$ cat config.mk
export PLATFORM = sky130hd
export DESIGN_NAME = sync_length_checksum_deframer
export DESIGN_NICKNAME = d
export VERILOG_FILES = /design/src/sv/slcd_pkg.sv /design/src/sv/sync_length_checksum_deframer.sv
export SDC_FILE = /design/constraint.sdc
export NUM_CORES = 1
export LEC_CHECK = 0
export CORE_ASPECT_RATIO = 1.2
export CORE_MARGIN = 4
export CORE_UTILIZATION = 30
export DETAILED_ROUTE_END_ITERATION = 10
export DONT_BUFFER_PORTS = 1
export SKIP_CTS_REPAIR_TIMING = 1
export SLEW_MARGIN = 5
export SYNTH_ARGS = -nofsm -noshare
export SYNTH_HDL_FRONTEND = slang
export SYNTH_SLANG_ARGS = --single-unit
$ cat constraint.sdc
create_clock -name aclk -period 3.95 [get_ports aclk]
set_input_delay 0.395 -clock aclk [delete_from_list [all_inputs] [get_ports aclk]]
set_output_delay 0.395 -clock aclk [all_outputs]
set_load 0.005 [all_outputs]
$ cat src/sv/slcd_pkg.sv
// ----------------------------------------------------------------------------
// slcd_pkg
// Types and constants of the sync / length / checksum deframer
// ----------------------------------------------------------------------------
package slcd_pkg;

    localparam int unsigned BYTE_W      = 8;
    localparam int unsigned SUM_W       = 16;
    localparam int unsigned CHECK_BYTES = 4;
    localparam int unsigned CHECK_W     = BYTE_W * CHECK_BYTES;
    localparam int unsigned STATUS_W    = 2;
    localparam int unsigned CFG_IDX_W   = 1;
    localparam int unsigned CFG_DATA_W  = 8;

    // shortest accepted length: type byte plus checksum
    localparam logic [BYTE_W-1:0] MIN_LENGTH = BYTE_W'(CHECK_BYTES + 1);

    localparam logic [BYTE_W-1:0] SYNC_RESET  = 8'h55;
    localparam logic [BYTE_W-1:0] LIMIT_RESET = 8'd250;

    // configuration register indexes
    typedef enum logic [CFG_IDX_W-1:0] {
        REG_SYNC_VALUE   = 1'b0,
        REG_LENGTH_LIMIT = 1'b1
    } cfg_reg_t;

    // parser phase
    typedef enum logic [1:0] {
        PH_HUNT = 2'd0,
        PH_LEN  = 2'd1,
        PH_DATA = 2'd2
    } phase_t;

    // per-item result status
    typedef enum logic [STATUS_W-1:0] {
        ST_NONE = 2'd0,
        ST_GOOD = 2'd1,
        ST_BAD  = 2'd2
    } status_t;

endpackage

$ cat src/sv/sync_length_checksum_deframer.sv
// ----------------------------------------------------------------------------
// sync_length_checksum_deframer
// Byte-wise frame parser: sync, length, type, payload, 32-bit sum checksum
// ----------------------------------------------------------------------------
// Takes one received byte per item and returns exactly one result per item.
// The block accepts a byte every cycle while s_ready is high: the parser state
// (phase, counters, 16-bit running sum and checksum shift register) is updated
// once per accepted byte, and the result lands in an output register in the
// cycle after acceptance. s_ready stays high while the output register is empty
// or being drained, so a stalled consumer costs no throughput beyond its own
// stall. Configuration writes take effect at the next clock edge.
module sync_length_checksum_deframer (
    input  logic                                aclk,
    input  logic                                aresetn,
    // configuration write port
    input  logic                                cfg_wen,
    input  logic [slcd_pkg::CFG_IDX_W-1:0]      cfg_index,
    input  logic [slcd_pkg::CFG_DATA_W-1:0]     cfg_wdata,
    // received byte channel
    input  logic                                s_valid,
    output logic                                s_ready,
    input  logic [slcd_pkg::BYTE_W-1:0]         s_rx_byte,
    // result channel
    output logic                                m_valid,
    input  logic                                m_ready,
    output logic [slcd_pkg::STATUS_W-1:0]       m_frame_status,
    output logic [slcd_pkg::BYTE_W-1:0]         m_frame_type
);

    slcd_pkg::phase_t                   phase_reg, phase_next;
    logic [slcd_pkg::BYTE_W-1:0]        sync_reg, limit_reg;
    logic [slcd_pkg::BYTE_W-1:0]        length_reg, length_next;
    logic [slcd_pkg::BYTE_W-1:0]        seen_reg, seen_next;
    logic [slcd_pkg::SUM_W-1:0]         sum_reg, sum_next;
    logic [slcd_pkg::BYTE_W-1:0]        type_reg, type_next;
    logic [slcd_pkg::CHECK_W-1:0]       check_reg, check_next;

    logic                               valid_reg;
    slcd_pkg::status_t                  status_reg, status_next;
    logic [slcd_pkg::BYTE_W-1:0]        ftype_reg, ftype_next;

    logic                               accept;
    logic [slcd_pkg::BYTE_W-1:0]        seen_inc;
    logic [slcd_pkg::CHECK_W-1:0]       check_shift;
    logic                               in_payload;
    logic                               frame_done;
    logic                               len_ok;

    assign s_ready        = !valid_reg || m_ready;
    assign accept         = s_valid && s_ready;
    assign m_valid        = valid_reg;
    assign m_frame_status = status_reg;
    assign m_frame_type   = ftype_reg;

    // shared terms of the length and data phases
    assign seen_inc    = seen_reg + 8'd1;
    assign check_shift = {s_rx_byte, check_reg[slcd_pkg::CHECK_W-1:slcd_pkg::BYTE_W]};
    assign in_payload  = ({1'b0, seen_inc} + 9'(slcd_pkg::CHECK_BYTES)) <= {1'b0, length_reg};
    assign frame_done  = (seen_inc == length_reg);
    assign len_ok      = (s_rx_byte < limit_reg);

    // next phase
    always_comb begin
        phase_next = phase_reg;
        unique case (phase_reg)
            slcd_pkg::PH_LEN: begin
                if (len_ok) begin
                    phase_next = (s_rx_byte < slcd_pkg::MIN_LENGTH) ?
                                 slcd_pkg::PH_HUNT : slcd_pkg::PH_DATA;
                end
            end
            slcd_pkg::PH_DATA: begin
                if (frame_done) begin
                    phase_next = slcd_pkg::PH_HUNT;
                end
            end
            default: begin
                phase_next = (s_rx_byte == sync_reg) ? slcd_pkg::PH_LEN : slcd_pkg::PH_HUNT;
            end
        endcase
    end

    // datapath and result for the accepted byte
    always_comb begin
        length_next = length_reg;
        seen_next   = seen_reg;
        sum_next    = sum_reg;
        type_next   = type_reg;
        check_next  = check_reg;
        status_next = slcd_pkg::ST_NONE;
        ftype_next  = '0;
        unique case (phase_reg)
            slcd_pkg::PH_LEN: begin
                if (len_ok) begin
                    if (s_rx_byte < slcd_pkg::MIN_LENGTH) begin
                        length_next = '0;
                        seen_next   = '0;
                        sum_next    = '0;
                        type_next   = '0;
                        check_next  = '0;
                    end else begin
                        length_next = s_rx_byte;
                        sum_next    = sum_reg + slcd_pkg::SUM_W'(s_rx_byte);
                        seen_next   = '0;
                        check_next  = '0;
                    end
                end
            end
            slcd_pkg::PH_DATA: begin
                seen_next = seen_inc;
                if (seen_inc == 8'd1) begin
                    type_next = s_rx_byte;
                end
                if (in_payload) begin
                    sum_next = sum_reg + slcd_pkg::SUM_W'(s_rx_byte);
                end else begin
                    check_next = check_shift;
                end
                if (frame_done) begin
                    // compare uses this byte's updated checksum and sum
                    status_next = (check_next == slcd_pkg::CHECK_W'(sum_next)) ?
                                  slcd_pkg::ST_GOOD : slcd_pkg::ST_BAD;
                    ftype_next  = type_next;
                    length_next = '0;
                    seen_next   = '0;
                    sum_next    = '0;
                    type_next   = '0;
                    check_next  = '0;
                end
            end
            default: begin
                if (s_rx_byte == sync_reg) begin
                    length_next = '0;
                    seen_next   = '0;
                    sum_next    = slcd_pkg::SUM_W'(s_rx_byte);
                    type_next   = '0;
                    check_next  = '0;
                end
            end
        endcase
    end

    // configuration registers
    always_ff @(posedge aclk) begin
        if (!aresetn) begin
            sync_reg  <= slcd_pkg::SYNC_RESET;
            limit_reg <= slcd_pkg::LIMIT_RESET;
        end else if (cfg_wen) begin
            unique case (slcd_pkg::cfg_reg_t'(cfg_index))
                slcd_pkg::REG_SYNC_VALUE:   sync_reg  <= cfg_wdata;
                slcd_pkg::REG_LENGTH_LIMIT: limit_reg <= cfg_wdata;
                default: ;
            endcase
        end
    end

    // parser state
    always_ff @(posedge aclk) begin
        if (!aresetn) begin
            phase_reg  <= slcd_pkg::PH_HUNT;
            length_reg <= '0;
            seen_reg   <= '0;
            sum_reg    <= '0;
            type_reg   <= '0;
            check_reg  <= '0;
        end else if (accept) begin
            phase_reg  <= phase_next;
            length_reg <= length_next;
            seen_reg   <= seen_next;
            sum_reg    <= sum_next;
            type_reg   <= type_next;
            check_reg  <= check_next;
        end
    end

    // output register
    always_ff @(posedge aclk) begin
        if (!aresetn) begin
            valid_reg <= 1'b0;
        end else if (accept) begin
            valid_reg <= 1'b1;
        end else if (m_ready) begin
            valid_reg <= 1'b0;
        end
    end

    always_ff @(posedge aclk) begin
        if (accept) begin
            status_reg <= status_next;
            ftype_reg  <= ftype_next;
        end
    end

endmodule

==> key figures <==
Status
  – Status: finished clean

Setup path
  – Worst Path Arrival: 3.82 ns
  – Peak fanout along the critical path: 8
  – Crit start category: flop
  – Crit. End Element: flop
  – Req. time, crit path: 4.05 ns
  – Crit path kind: flop to flop

Yosys
  – YS warnings: 0
  – Synthesized area per cell: 8.97 um2
  – Prevailing post-synth register cell: dfxtp_1
  – Synth cell types: 69
  – Synthesized area: between 5000 and 6000 um2
  – Most common cell in the netlist: dfxtp_1
  – Post-synth ARST share: 0
  – Sequential-to-total area share from yosys stat: 0.358
  – Most frequent cells after synthesis: dfxtp_1, nand2_1, a22o_1, inv_1, nor2_1
  – Dominant cells by area after synthesis: dfxtp_1, ha_1, a22o_1, edfxtp_1, xor2_1
  – EDFF count, synth: 10
  – Largest area contributor in the netlist: dfxtp_1
  – Syn Inst Count: 661
  – Mapped Nets: 713
  – FF+latch count, synth: 101
  – Synth top area share: 0.307

Worst hold path
  – Hold Crit Class: primary input to flop

Place
  – Post-DP HPWL: 11800 um
  – GPL Wtd Cong: 0.856
  – Port Buffers: 0
  – Place WS: ~0.20 ns

Timing
  – Period minus WS final: 3.72 ns
  – Final setup vio count: 0
  – Worst setup slack after layout: 0.228 ns
  – Final Slew Violations: 0
  – Slew HR: 0.291
  – Final Cycle Share: 0.942
  – Final setup TNS: 0 ns
  – Slew at the pin closest to its max-slew limit: about 1.0 ns
  – RSZ-0062 raised after global routing: no
  – Final hold violation count: 0
  – Clock skew: 0.00980 ns
  – FMAX: 269 MHz

Global routing
  – Gr usage total: 0.152
  – Initial antenna violation count: 0
  – Largest net degree at the start of global routing: 55
  – Vias in the first global route: 4633
  – First-pass GRT wire length: 26100 um
  – Global route total overflow: 0

Clock network
  – CTS clk-pin slew, worst paths: roughly 0.070 ns
  – CTS tree: yes
  – CTS sink cnt: 101
  – Clock Tree Root: clkbuf_16
  – CTS Buf Count: 9
  – Clock Tree Buf Depth: 2
  – Worst skew pair latency: 0.36 ns
  – H-tree depth: 3

Power
  – VDD IR max: 0.000233 V
  – Power Dens Cells: about 310 nW/um2
  – Pleak: 2.47 nW

Floorplan
  – Area of the die: 22100 um2
  – IO Pins: 34
  – Core area: 19500 um2
  – Std-Cell Rows: 56
  – Die width: 136 um
  – Vert. Die Dim: 162 um
  – Initial Util: 0.305

Routing
  – Via density: between 5 and 6
  – Met3 wire len: about 680 um
  – WL/cell: 17.9 um
  – Post-route ant nets: 0
  – Uppermost layer routed: met4
  – Drt pass-1 iters: 4
  – Total number of vias: 4770
  – WL met1: 6870 um
  – 1st-iter DRT viols: 378
  – Metal2 WL: about 8100 um
  – Final wirelength: about 16000 um
  – Remaining routing DRC violations: 0

Flow run
  – Max-cap violations: 0

Finish
  – Layout cell share with drive strength beyond 1: 0.0649
  – Area grow syn2layout: 8.80%
  – Max FFs per register: 32
  – Nets@finish: 694
  – Util after Layout: 0.331
  – Antenna diodes: 0
## worst max-delay path: stages (launching register included)
cell	delay [ns]
dfxtp_1	0.44
ha_2	0.29
xor2_1	0.25
ha_1	0.23
nand2b_1	0.09
nor2_1	0.12
xnor2_1	0.08
ha_1	0.32
nand4_1	0.14
o32ai_1	0.34
o21bai_1	0.24
nand2_1	0.20
o41ai_1	0.49
buf_4	0.18
a21oi_1	0.05
## path summary, 6_finish.rpt
check / from / to / slack, ns / cells after the start
worst max-delay path: seen_reg[1] / m_frame_status[1] / 0.23 / 14
worst min-delay path: aresetn / sync_reg[2] / 0.13 / 1
worst max register to register: seen_reg[1] / m_frame_status[1] / 0.23 / 14
worst min register to register: length_reg[4] / length_reg[4] / 0.46 / 2
## logic make-up after synthesis
family	after synthesis	share of synthesized area
simple gates	202	0.173
compound gates	185	0.235
flops	101	0.358
buf+inv	78	0.0532
xor+xnor	56	0.101
fa+ha+maj	30	0.0645
mux	9	0.0152
## power by group
part           total (mW)  switching (mW)  internal [mW]  leakage [nW]
Combinational       0.103          0.0615         0.0413          1.49
Clock               0.855           0.419          0.436         0.140
Sequential           1.06         0.00763           1.05         0.838
Total                2.01           0.488           1.53          2.47
## routing by layer
layer  global-route usage  up-vias
li1                     -     2389
met1                0.185     2261
met2                0.260       91
met3               0.0300       29
met4               0.0665        0
met5                    0        -
## cell type report
| cell class | instances | area [um2] |
|---|---|---|
| timing repair buffer | 10 | 75.1 |
| multi-input combinational | 482 | 3510 |
| inverter | 38 | 143 |
| clock buffer | 10 | 229 |
| sequential | 101 | 2120 |
| clock inverter | 6 | 46.3 |
| fill | 2077 | 13000 |
| tap | 261 | 327 |
## through the flow
| stage | hold slack (ns) | area, um2 | total power [mW] | instances |
|---|---|---|---|---|
| final | 0.130 | 6450 | 2.01 | 908 |
| after detailed placement | 0.457 | 6170 | 1.18 | 892 |
| after global placement | 0.451 | 6170 | 1.18 | 892 |
| after CTS | 0.110 | 6440 | 2.03 | 908 |
| after global routing | 0.115 | 6450 | 2.08 | 908 |
| after floorplan | 0.436 | 5930 | 1.17 | 661 |
## layout by cell type, fill, tap and decap left out, types with 5 or more instances in the layout
cell	n
a211oi_1	5
a21o_1	7
o211ai_1	14
a2111oi_0	7
dfxtp_1	90
edfxtp_1	10
nand2b_1	5
inv_1	38
mux2i_1	9
ha_1	28
xnor3_1	8
xnor2_1	20
and2_1	5
xor2_1	27
nand2_1	59
o21ai_0	25
nor3_1	14
a221o_1	6
and3_1	11
nor4_1	7
a22o_1	40
nand4_1	17
a21boi_0	10
nand3_1	20
a21oi_1	24
clkbuf_16	9
nor2_1	33
buf_4	10
nor2b_1	10
No activity file was read; power rests on OpenSTA's default activity.
